**src/rtl/ccbt_pkg.sv**
```systemverilog
// ----------------------------------------------------------------------------
// ccbt_pkg
// Shared widths, register indexes, constants and divider types for the
// charge counter with breakpoint timer.
// ----------------------------------------------------------------------------
package ccbt_pkg;

   localparam int CHARGE_W  = 33;
   localparam int CURRENT_W = 24;
   localparam int STORE_W   = 32;
   localparam int SOC_W     = 14;
   localparam int MS_W      = 42;
   localparam int NPTS_W    = 3;
   localparam int PROD_W    = STORE_W + SOC_W;
   localparam int STEP_W    = 6;

   localparam int CSR_IDX_W  = 3;
   localparam int CSR_DATA_W = 32;

   localparam logic [CSR_IDX_W-1:0] CSR_MAX_CAPACITY  = 3'd0;
   localparam logic [CSR_IDX_W-1:0] CSR_POINTS_IN_USE = 3'd1;
   localparam logic [CSR_IDX_W-1:0] CSR_POINT_BASE    = 3'd2;

   localparam logic [STORE_W-1:0] CAP_RESET = 32'd7200000;
   localparam logic [SOC_W-1:0]   SOC_FULL  = 14'd10000;

   localparam logic [STEP_W-1:0] SOC_STEPS  = 6'(SOC_W);
   localparam logic [STEP_W-1:0] TIME_STEPS = 6'(PROD_W);

   typedef struct packed {
      logic [STORE_W-1:0] rem;
      logic [PROD_W-1:0]  num;
      logic [STEP_W-1:0]  steps;
      logic [STORE_W-1:0] divisor;
   } ccbt_div_req_type;

   typedef struct packed {
      logic              busy;
      logic              done;
      logic [PROD_W-1:0] quotient;
   } ccbt_div_sts_type;

endpackage

```
**src/rtl/ccbt_req_if.sv**
```systemverilog
// ----------------------------------------------------------------------------
// ccbt_req_if
// Request channel: one charge update word with the present current.
// ----------------------------------------------------------------------------
interface ccbt_req_if;
   logic                                  valid;
   logic                                  ready;
   logic                                  op;
   logic signed [ccbt_pkg::CHARGE_W-1:0]  charge;
   logic signed [ccbt_pkg::CURRENT_W-1:0] current;

   modport source (output valid, output op, output charge, output current, input ready);
   modport sink   (input valid, input op, input charge, input current, output ready);
endinterface

```
**src/rtl/ccbt_rsp_if.sv**
```systemverilog
// ----------------------------------------------------------------------------
// ccbt_rsp_if
// Response channel: stored charge, state of charge and time to breakpoint.
// ----------------------------------------------------------------------------
interface ccbt_rsp_if;
   logic                           valid;
   logic                           ready;
   logic [ccbt_pkg::STORE_W-1:0]   stored_charge;
   logic [ccbt_pkg::SOC_W-1:0]     soc_hundredths;
   logic [ccbt_pkg::MS_W-1:0]      time_to_point_ms;
   logic                           no_limit;

   modport source (output valid, output stored_charge, output soc_hundredths,
                   output time_to_point_ms, output no_limit, input ready);
   modport sink   (input valid, input stored_charge, input soc_hundredths,
                   input time_to_point_ms, input no_limit, output ready);
endinterface

```
**src/rtl/ccbt_div.sv**
```systemverilog
// ----------------------------------------------------------------------------
// ccbt_div
// Shift-subtract divider, one quotient bit per cycle, preloadable partial
// remainder so that short quotients take only as many steps as their width.
// ----------------------------------------------------------------------------
module ccbt_div (
   input  logic                       clock,
   input  logic                       reset,
   input  logic                       start,
   input  ccbt_pkg::ccbt_div_req_type req,
   output ccbt_pkg::ccbt_div_sts_type sts
);
   import ccbt_pkg::*;

   logic                busy_ff, busy_in;
   logic                done_ff, done_in;
   logic [STEP_W-1:0]   cnt_ff, cnt_in;
   logic [STORE_W-1:0]  rem_ff, rem_in;
   logic [PROD_W-1:0]   num_ff, num_in;
   logic [STORE_W-1:0]  dvs_ff, dvs_in;
   logic [STORE_W:0]    trial;
   logic                ge;

   assign trial = {rem_ff, num_ff[PROD_W-1]};
   assign ge    = trial >= {1'b0, dvs_ff};

   always_comb begin
      busy_in = busy_ff;
      done_in = 1'b0;
      cnt_in  = cnt_ff;
      rem_in  = rem_ff;
      num_in  = num_ff;
      dvs_in  = dvs_ff;
      if (start) begin
         busy_in = 1'b1;
         cnt_in  = req.steps;
         rem_in  = req.rem;
         num_in  = req.num;
         dvs_in  = req.divisor;
      end else if (busy_ff) begin
         rem_in = ge ? STORE_W'(trial - {1'b0, dvs_ff}) : STORE_W'(trial);
         num_in = {num_ff[PROD_W-2:0], ge};
         cnt_in = cnt_ff - 1'b1;
         if (cnt_ff == 6'd1) begin
            busy_in = 1'b0;
            done_in = 1'b1;
         end
      end
   end

   always_ff @(posedge clock) begin
      if (reset) begin
         busy_ff <= 1'b0;
         done_ff <= 1'b0;
         cnt_ff  <= '0;
      end else begin
         busy_ff <= busy_in;
         done_ff <= done_in;
         cnt_ff  <= cnt_in;
      end
      rem_ff <= rem_in;
      num_ff <= num_in;
      dvs_ff <= dvs_in;
   end

   assign sts.busy     = busy_ff;
   assign sts.done     = done_ff;
   assign sts.quotient = num_ff;

endmodule

```
**src/rtl/charge_counter_breakpoint_timer.sv**
```systemverilog
// ----------------------------------------------------------------------------
// charge_counter_breakpoint_timer
// Coulomb counter: clamps the stored charge, derives state of charge and the
// time until the next breakpoint in the direction of the current.
//
//   channel | dir | handshake      | word
//   req     | in  | valid / ready  | op, charge, current
//   rsp     | out | valid / ready  | stored_charge, soc_hundredths,
//           |     |                | time_to_point_ms, no_limit
//   csr     | in  | csr_we         | csr_index, csr_wdata
//
// One word at a time: a new word is accepted only in IDLE. The
// shift-subtract divider runs 14 steps for state of charge and 46 steps
// for the time, and each breakpoint passes a multiply and a compare state
// on the shared multiplier. Synchronous active-high reset. A finished
// result waits in the output register while the next word is accepted.
// ----------------------------------------------------------------------------
module charge_counter_breakpoint_timer #(
   parameter int MAX_POINTS = 6
) (
   input  logic                           clock,
   input  logic                           reset,
   ccbt_req_if.sink                       req_bus,
   ccbt_rsp_if.source                     rsp_bus,
   input  logic                           csr_we,
   input  logic [ccbt_pkg::CSR_IDX_W-1:0]  csr_index,
   input  logic [ccbt_pkg::CSR_DATA_W-1:0] csr_wdata
);
   import ccbt_pkg::*;

   localparam int IDX_W = (MAX_POINTS > 1) ? $clog2(MAX_POINTS) : 1;

   typedef enum logic [3:0] {
      IDLE, SCALE, SOC_RUN, SOC_WAIT, PT_START, PT_MUL, PT_CMP,
      TIME_RUN, TIME_WAIT, FINISH
   } state_type;

   logic [STORE_W-1:0] cap_ff;
   logic [NPTS_W-1:0]  pin_ff;
   logic [SOC_W-1:0]   point_ff [MAX_POINTS];

   state_type                 state_ff, state_in;
   logic [STORE_W-1:0]        store_ff, store_in;
   logic signed [CURRENT_W-1:0] cur_ff, cur_in;
   logic [PROD_W-1:0]         scaled_ff, scaled_in;
   logic [PROD_W-1:0]         prod_ff, prod_in;
   logic [PROD_W-1:0]         best_ff, best_in;
   logic                      found_ff, found_in;
   logic [SOC_W-1:0]          soc_ff, soc_in;
   logic [MS_W-1:0]           ms_ff, ms_in;
   logic [NPTS_W-1:0]         cnt_ff, cnt_in;
   logic                      div_start_ff, div_start_in;
   ccbt_div_req_type          div_req_ff, div_req_in;
   logic                      rsp_valid_ff, rsp_valid_in;
   logic [STORE_W-1:0]        rsp_charge_ff, rsp_charge_in;
   logic [SOC_W-1:0]          rsp_soc_ff, rsp_soc_in;
   logic [MS_W-1:0]           rsp_ms_ff, rsp_ms_in;
   logic                      rsp_nl_ff, rsp_nl_in;

   ccbt_div_sts_type          div_sts;
   logic [NPTS_W-1:0]         n_sat;
   logic [STORE_W-1:0]        mul_a;
   logic [SOC_W-1:0]          mul_b;
   logic [PROD_W-1:0]         mul_out;
   logic signed [CHARGE_W+1:0] sum;
   logic [STORE_W-1:0]        clamped;
   logic [CURRENT_W-1:0]      amag;
   logic [STORE_W-1:0]        cur_x10;
   logic [PROD_W-1:0]         diff;
   logic                      hit;

   // configuration registers
   always_ff @(posedge clock) begin
      if (reset) begin
         cap_ff <= CAP_RESET;
         pin_ff <= '0;
         for (int i = 0; i < MAX_POINTS; i++) begin
            point_ff[i] <= '0;
         end
      end else if (csr_we) begin
         if (csr_index == CSR_MAX_CAPACITY) begin
            cap_ff <= csr_wdata;
         end
         if (csr_index == CSR_POINTS_IN_USE) begin
            pin_ff <= csr_wdata[NPTS_W-1:0];
         end
         for (int i = 0; i < MAX_POINTS; i++) begin
            if (csr_index == CSR_POINT_BASE + CSR_IDX_W'(i)) begin
               point_ff[i] <= csr_wdata[SOC_W-1:0];
            end
         end
      end
   end

   assign n_sat = (pin_ff > NPTS_W'(MAX_POINTS)) ? NPTS_W'(MAX_POINTS) : pin_ff;

   // shared multiplier
   always_comb begin
      if (state_ff == PT_MUL) begin
         mul_a = cap_ff;
         mul_b = point_ff[cnt_ff[IDX_W-1:0]];
      end else begin
         mul_a = store_ff;
         mul_b = SOC_FULL;
      end
   end
   assign mul_out = {{SOC_W{1'b0}}, mul_a} * {{STORE_W{1'b0}}, mul_b};

   // clamp of the new charge
   always_comb begin
      sum = {{2{req_bus.charge[CHARGE_W-1]}}, req_bus.charge};
      if (!req_bus.op) begin
         sum = sum + $signed({3'b000, store_ff});
      end
      if (sum[CHARGE_W+1]) begin
         clamped = '0;
      end else if (sum > $signed({3'b000, cap_ff})) begin
         clamped = cap_ff;
      end else begin
         clamped = sum[STORE_W-1:0];
      end
   end

   assign amag    = cur_ff[CURRENT_W-1] ? CURRENT_W'(-cur_ff) : CURRENT_W'(cur_ff);
   assign cur_x10 = STORE_W'({amag, 3'b000}) + STORE_W'({amag, 1'b0});
   assign diff    = (best_ff > scaled_ff) ? best_ff - scaled_ff : scaled_ff - best_ff;
   assign hit     = cur_ff[CURRENT_W-1]
                    ? (prod_ff < scaled_ff) && (!found_ff || prod_ff > best_ff)
                    : (prod_ff > scaled_ff) && (!found_ff || prod_ff < best_ff);

   assign req_bus.ready = (state_ff == IDLE);

   always_comb begin
      state_in      = state_ff;
      store_in      = store_ff;
      cur_in        = cur_ff;
      scaled_in     = scaled_ff;
      prod_in       = prod_ff;
      best_in       = best_ff;
      found_in      = found_ff;
      soc_in        = soc_ff;
      ms_in         = ms_ff;
      cnt_in        = cnt_ff;
      div_start_in  = 1'b0;
      div_req_in    = div_req_ff;
      rsp_valid_in  = rsp_valid_ff && !rsp_bus.ready;
      rsp_charge_in = rsp_charge_ff;
      rsp_soc_in    = rsp_soc_ff;
      rsp_ms_in     = rsp_ms_ff;
      rsp_nl_in     = rsp_nl_ff;
      case (state_ff)
         IDLE: begin
            if (req_bus.valid) begin
               store_in = clamped;
               cur_in   = req_bus.current;
               found_in = 1'b0;
               soc_in   = '0;
               ms_in    = '0;
               state_in = SCALE;
            end
         end
         SCALE: begin
            scaled_in = mul_out;
            state_in  = SOC_RUN;
         end
         SOC_RUN: begin
            if (cap_ff == '0) begin
               state_in = PT_START;
            end else begin
               div_start_in       = 1'b1;
               div_req_in.rem     = scaled_ff[PROD_W-1:SOC_W];
               div_req_in.num     = {scaled_ff[SOC_W-1:0], {STORE_W{1'b0}}};
               div_req_in.steps   = SOC_STEPS;
               div_req_in.divisor = cap_ff;
               state_in           = SOC_WAIT;
            end
         end
         SOC_WAIT: begin
            if (div_sts.done) begin
               soc_in   = div_sts.quotient[SOC_W-1:0];
               state_in = PT_START;
            end
         end
         PT_START: begin
            cnt_in = '0;
            if (cur_ff == '0 || n_sat == '0) begin
               state_in = FINISH;
            end else begin
               state_in = PT_MUL;
            end
         end
         PT_MUL: begin
            prod_in  = mul_out;
            state_in = PT_CMP;
         end
         PT_CMP: begin
            if (hit) begin
               best_in  = prod_ff;
               found_in = 1'b1;
            end
            if (cnt_ff + 1'b1 == n_sat) begin
               state_in = TIME_RUN;
            end else begin
               cnt_in   = cnt_ff + 1'b1;
               state_in = PT_MUL;
            end
         end
         TIME_RUN: begin
            if (found_ff) begin
               div_start_in       = 1'b1;
               div_req_in.rem     = '0;
               div_req_in.num     = diff;
               div_req_in.steps   = TIME_STEPS;
               div_req_in.divisor = cur_x10;
               state_in           = TIME_WAIT;
            end else begin
               state_in = FINISH;
            end
         end
         TIME_WAIT: begin
            if (div_sts.done) begin
               ms_in    = div_sts.quotient[MS_W-1:0];
               state_in = FINISH;
            end
         end
         FINISH: begin
            if (!rsp_valid_ff || rsp_bus.ready) begin
               rsp_valid_in  = 1'b1;
               rsp_charge_in = store_ff;
               rsp_soc_in    = soc_ff;
               rsp_ms_in     = ms_ff;
               rsp_nl_in     = !found_ff;
               state_in      = IDLE;
            end
         end
         default: begin
            state_in = IDLE;
         end
      endcase
   end

   always_ff @(posedge clock) begin
      if (reset) begin
         state_ff     <= IDLE;
         store_ff     <= '0;
         found_ff     <= 1'b0;
         cnt_ff       <= '0;
         div_start_ff <= 1'b0;
         rsp_valid_ff <= 1'b0;
      end else begin
         state_ff     <= state_in;
         store_ff     <= store_in;
         found_ff     <= found_in;
         cnt_ff       <= cnt_in;
         div_start_ff <= div_start_in;
         rsp_valid_ff <= rsp_valid_in;
      end
      cur_ff        <= cur_in;
      scaled_ff     <= scaled_in;
      prod_ff       <= prod_in;
      best_ff       <= best_in;
      soc_ff        <= soc_in;
      ms_ff         <= ms_in;
      div_req_ff    <= div_req_in;
      rsp_charge_ff <= rsp_charge_in;
      rsp_soc_ff    <= rsp_soc_in;
      rsp_ms_ff     <= rsp_ms_in;
      rsp_nl_ff     <= rsp_nl_in;
   end

   ccbt_div u_div (
      .clock (clock),
      .reset (reset),
      .start (div_start_ff),
      .req   (div_req_ff),
      .sts   (div_sts)
   );

   assign rsp_bus.valid            = rsp_valid_ff;
   assign rsp_bus.stored_charge    = rsp_charge_ff;
   assign rsp_bus.soc_hundredths   = rsp_soc_ff;
   assign rsp_bus.time_to_point_ms = rsp_ms_ff;
   assign rsp_bus.no_limit         = rsp_nl_ff;

   a_div_done_waited: assert property (@(posedge clock) disable iff (reset)
      div_sts.done |-> (state_ff == SOC_WAIT || state_ff == TIME_WAIT))
      else $error("divider finished outside a wait state");

   a_store_clamped: assert property (@(posedge clock) disable iff (reset)
      state_ff == SCALE |-> store_ff <= cap_ff)
      else $error("stored charge above capacity");

   a_no_limit_zero_time: assert property (@(posedge clock) disable iff (reset)
      (rsp_valid_ff && rsp_nl_ff) |-> rsp_ms_ff == '0)
      else $error("time nonzero with no breakpoint");

   a_time_needs_point: assert property (@(posedge clock) disable iff (reset)
      state_ff == TIME_WAIT |-> (found_ff && cur_ff != '0))
      else $error("time division without breakpoint or current");

endmodule
```
**src/flat_wrapper.sv**
```systemverilog
// flat-port wrapper written by rule: the top's interface ports become plain ports
module charge_counter_breakpoint_timer_flat import ccbt_pkg::*;
#(
   parameter int MAX_POINTS = 6
)
  (clock, reset, csr_we, csr_index, csr_wdata, req_bus_valid, req_bus_op, req_bus_charge, req_bus_current, req_bus_ready, rsp_bus_valid, rsp_bus_stored_charge, rsp_bus_soc_hundredths, rsp_bus_time_to_point_ms, rsp_bus_no_limit, rsp_bus_ready);
  ccbt_req_if req_bus_i ();
  ccbt_rsp_if rsp_bus_i ();
  input  logic clock;
  input  logic reset;
  input  logic csr_we;
  input  logic [ccbt_pkg::CSR_IDX_W-1:0] csr_index;
  input  logic [ccbt_pkg::CSR_DATA_W-1:0] csr_wdata;
  input wire logic [$bits(req_bus_i.valid)-1:0] req_bus_valid;
  input wire logic [$bits(req_bus_i.op)-1:0] req_bus_op;
  input wire logic [$bits(req_bus_i.charge)-1:0] req_bus_charge;
  input wire logic [$bits(req_bus_i.current)-1:0] req_bus_current;
  output wire logic [$bits(req_bus_i.ready)-1:0] req_bus_ready;
  output wire logic [$bits(rsp_bus_i.valid)-1:0] rsp_bus_valid;
  output wire logic [$bits(rsp_bus_i.stored_charge)-1:0] rsp_bus_stored_charge;
  output wire logic [$bits(rsp_bus_i.soc_hundredths)-1:0] rsp_bus_soc_hundredths;
  output wire logic [$bits(rsp_bus_i.time_to_point_ms)-1:0] rsp_bus_time_to_point_ms;
  output wire logic [$bits(rsp_bus_i.no_limit)-1:0] rsp_bus_no_limit;
  input wire logic [$bits(rsp_bus_i.ready)-1:0] rsp_bus_ready;
  assign req_bus_i.valid = req_bus_valid;
  assign req_bus_i.op = req_bus_op;
  assign req_bus_i.charge = req_bus_charge;
  assign req_bus_i.current = req_bus_current;
  assign req_bus_ready = req_bus_i.ready;
  assign rsp_bus_valid = rsp_bus_i.valid;
  assign rsp_bus_stored_charge = rsp_bus_i.stored_charge;
  assign rsp_bus_soc_hundredths = rsp_bus_i.soc_hundredths;
  assign rsp_bus_time_to_point_ms = rsp_bus_i.time_to_point_ms;
  assign rsp_bus_no_limit = rsp_bus_i.no_limit;
  assign rsp_bus_i.ready = rsp_bus_ready;
  charge_counter_breakpoint_timer #(.MAX_POINTS(MAX_POINTS)) u_core (.clock(clock), .reset(reset), .req_bus(req_bus_i), .rsp_bus(rsp_bus_i), .csr_we(csr_we), .csr_index(csr_index), .csr_wdata(csr_wdata));
endmodule
```
**config.mk**
```make
export PLATFORM = sky130hd
export DESIGN_NAME = charge_counter_breakpoint_timer_flat
export DESIGN_NICKNAME = d
export VERILOG_FILES = /design/src/rtl/ccbt_pkg.sv /design/src/rtl/ccbt_req_if.sv /design/src/rtl/ccbt_rsp_if.sv /design/src/rtl/ccbt_div.sv /design/src/rtl/charge_counter_breakpoint_timer.sv /design/src/flat_wrapper.sv
export SDC_FILE = /design/constraint.sdc
export NUM_CORES = 2
export LEC_CHECK = 0
export BUFFER_PORTS_ARGS = -buffer_cell sky130_fd_sc_hd__buf_2
export CELL_PAD_IN_SITES_DETAIL_PLACEMENT = 1
export CELL_PAD_IN_SITES_GLOBAL_PLACEMENT = 1
export CORE_UTILIZATION = 40
export CTS_CLUSTER_DIAMETER = 50
export DETAILED_ROUTE_END_ITERATION = 12
export GPL_ROUTABILITY_DRIVEN = 0
export HOLD_SLACK_MARGIN = 0.1
export PLACE_DENSITY = 0.67
export SETUP_SLACK_MARGIN = 0.4
export SYNTH_ARGS = -nofsm -noshare
export SYNTH_HDL_FRONTEND = slang
export SYNTH_SLANG_ARGS = --single-unit
```
**constraint.sdc**
```tcl
create_clock -name clock -period 19.7 [get_ports clock]
set_input_delay 3.94 -clock clock [delete_from_list [all_inputs] [get_ports clock]]
set_output_delay 3.94 -clock clock [all_outputs]
set_load 0.02 [all_outputs]
```
==> flow_metrics.tcl <==
set metrics [dict create \
    outcome "finished, final reports clean" \
    peakVddDrop_mv 0.0655 \
    synth_seq_area_share_pct 38.2 \
    area_growth_pct 11.7 \
    cts_inserted_buffers 95 \
    max-slew-margin-rel_pct 10.6 \
    drc 0 \
    hold_path_class "flop to flop" \
    antenna_found_initial 12 \
    final_layout_size_suffix_gt1_share_pct 10.1 \
    r2r_end "u_core.scaled_ff[44]$_DFFE_PP_" \
    insertion_delay_ns 0.71 \
    track_usage_pct 26.5 \
    netlist_area_um2 52800 \
    drtIter0Drc 2841 \
    groute.layer.met3.usage_pct 3.95 \
    holdPathEnd "u_core.u_div.dvs_ff[26]$_DFFE_PP_" \
    post-dp-hpwl_mm 139 \
    worst_pin_slew_ns 1.33 \
    clkTransAtPathRegs_ns 0.06 \
    grt_pass1_wl_mm 264 \
    min_from "u_core.div_req_ff[26]$_DFFE_PP_" \
    power_density_nw_per_um2 90.6 \
    end_kind "flop" \
    fin_tns_setup_ns 0 \
    cts_resized 0 \
    maxCapViolCount 0 \
    grt_start_max_net_pins 68 \
    fillCellCount 14591 \
    row_count 132 \
    die_w_um 365 \
    syn_inst 5240 \
    yosysWarnings 0 \
    period_share_pct 50.4 \
    numClockSinks 700 \
    slew_viol_final 0 \
    core_area_um2 130000 \
    skew_ns 0.0655 \
    cp.required_ns 20.11 \
    cts.hold.buffers_added 0 \
    clock.fmax_mhz 101 \
    cts_max_level 3 \
    setup_viol 0 \
    dieArea_um2 133000 \
    via_count 40159 \
    holdPathStages 0 \
    ys.flop_type "edfxtp_1" \
    r2r_setup_slack_ns 9.77 \
    grt-ovfl-total 0 \
    leakagePower_uw 0.0253 \
    root_buffer "clkbuf_16" \
    die_h_um 365 \
    antenna_left 0 \
    hold_violations 0 \
    wirelength_mm 177 \
    ys_ff_latch 700 \
    crit_fanout 62 \
    syn_avg_cell_area_um2 10.1 \
    synth_cell_type_count 84 \
    crit_type "flop to flop" \
    pin_count 189 \
    most-common-layout-cells "nand2_1 (621), edfxtp_1 (612), inv_1 (597)" \
    cts_tree "built" \
    dr.pass1.iters 8 \
    start_util_pct 40.5 \
    arrival_ns 10.34 \
    nets 6270 \
    grt_use_met1_pct 34.9 \
    postCtsSetupBuffers 0 \
    synth_edf_count 612 \
    grt_pass1_vias 42049 \
    grt_use_met2_pct 43.4 \
    worstSetupStartpointType "flop" \
    io_buffers 188 \
    post-route-min-period_ns 9.93 \
    final_common_cell "nand2_1" \
    crit_slowest_cell "buf_4" \
    wire_per_inst_um 24.5 \
    cts_buffer_depth 3 \
    worstReg2RegStart "u_core.state_ff[2]$_SDFFE_PP0P_" \
    max_stage_delay_ns 0.73 \
    power_uw 5340 \
    async_flop_share_pct 0 \
    r2r_cells 28 \
    rsz0062_at_grt "false" \
    synth_nets 6115 \
    busiest_layer "met2" \
    viasPerCell 5.56 \
    cp_common_cell "fa_1" \
]
[per-stage QoR]
step | instances | util (%) | hold slack, ns | cell area (µm²) | setup slack (ns)
3_5_place_dp | 7040 | 42.8 | 0.406 | 55800 | 9.54
5_1_grt | 7217 | 45.3 | 0.366 | 58900 | 9.29
2_1_floorplan | 5240 | - | 0.400 | 52800 | 10.44
3_3_place_gp | 7040 | 42.8 | 0.401 | 55800 | 9.67
4_1_cts | 7216 | 45.3 | 0.351 | 58900 | 9.78
6_report | 7221 | 45.3 | 0.361 | 58900 | 9.77
[cell type report]
type,count,area (µm²),share of cell area (%)
Inverter,600,2250,3.82
Antenna cell,5,12.5,0.0212
Clock buffer,123,2570,4.35
Clock inverter,53,608,1.03
Tap cell,1742,2180,3.70
Timing Repair Buffer,256,1450,2.46
Multi-Input combinational cell,3742,29700,50.4
Sequential cell,700,20100,34.2
[registers in the layout, summed over array words and instances (netlist names), 42 cells and up, named ones only]
register and cells:
u_core.div_req_ff 111, u_core.point_ff 84, u_core.prod_ff 46, u_core.rsp_bus.time_to_point_ms 42
u_core.ms_ff 42, u_core.best_ff 46, u_core.scaled_ff 46, u_core.u_div.num_ff 46
[kinds of logic (layout without fill, tap and decap cells)]
| kind of cell | after synthesis | after routing | synth area share [%] |
|---|---|---|---|
| AOI/OAI and AO/OA | 1039 | 1039 | 12.1 |
| xor gates and xnor gates | 184 | 184 | 3.05 |
| adders and majority gates | 777 | 777 | 23.6 |
| buffers and inverters | 798 | 1032 | 5.86 |
| DFF | 700 | 700 | 38.2 |
| muxes | 155 | 155 | 3.45 |
| other | 0 | 5 | 0 |
| and+or+nand+nor | 1587 | 1587 | 13.8 |
[routing by layer]
layer	vias up	share of wire (%)
li1	18247	-
met1	20436	43
met2	1112	47
met3	356	5.2
met4	8	4.5
met5	-	0.032
[critical path: cells and delay by family (launching register included)]
| family | cells | cell delay (ns) |
|---|---|---|
| flip-flops | 1 | 0.64 |
| adder cells (fa/ha/maj) | 7 | 3.70 |
| buffers and inverters | 7 | 2.03 |
| AO/OA/AOI/OAI | 9 | 2.24 |
| AND/OR/NAND/NOR | 4 | 0.84 |
| XOR/XNOR | 1 | 0.12 |
[synth_stat cells, types with 22 or more instances]
library cell | n | share of area, %
a211oi_1 | 38 | 0.54
a21o_1 | 156 | 2.2
a21oi_1 | 295 | 2.8
a31oi_1 | 25 | 0.30
and2_1 | 193 | 2.3
and3_1 | 22 | 0.26
buf_2 | 38 | 0.36
clkbuf_1 | 138 | 0.98
dfxtp_1 | 88 | 3.3
edfxtp_1 | 612 | 35
fa_1 | 362 | 14
ha_1 | 415 | 9.8
inv_1 | 599 | 4.3
mux2_2 | 74 | 1.6
mux2i_1 | 67 | 1.3
nand2_1 | 622 | 4.4
nand2b_1 | 39 | 0.46
nand3_1 | 40 | 0.38
nand4_1 | 59 | 0.70
nor2_1 | 429 | 3.1
nor2b_1 | 52 | 0.62
nor3_1 | 48 | 0.46
nor4_1 | 24 | 0.28
o21a_1 | 33 | 0.47
o21ai_0 | 243 | 2.3
o21ai_1 | 75 | 0.71
o21bai_1 | 31 | 0.44
o31ai_1 | 25 | 0.36
xnor2_1 | 113 | 1.9
xor2_1 | 71 | 1.2
[where the power goes]
part	internal, µW	switching, µW	total [µW]
clock network	1030	700	1730
registers	1830	107	1940
logic	593	1080	1680
[how the worst max path moves through the flow]
| stage | from | end | cells after the start |
|---|---|---|---|
| 4_1_cts | u_core.state_ff[2]$_SDFFE_PP0P_ | u_core.scaled_ff[44]$_DFFE_PP_ | 27 |
| 2_1_floorplan | u_core.state_ff[1]$_SDFFE_PP0P_ | u_core.prod_ff[42]$_DFFE_PN_ | 31 |
| 3_3_place_gp | req_bus_charge[0] | u_core.store_ff[28]$_SDFFE_PP0P_ | 25 |
| 6_report | u_core.state_ff[2]$_SDFFE_PP0P_ | u_core.scaled_ff[44]$_DFFE_PP_ | 28 |
| 5_1_grt | u_core.state_ff[2]$_SDFFE_PP0P_ | u_core.scaled_ff[44]$_DFFE_PP_ | 28 |
| 3_5_place_dp | req_bus_charge[0] | u_core.store_ff[18]$_SDFFE_PP0P_ | 26 |
Power figures use the tool's default switching activity.
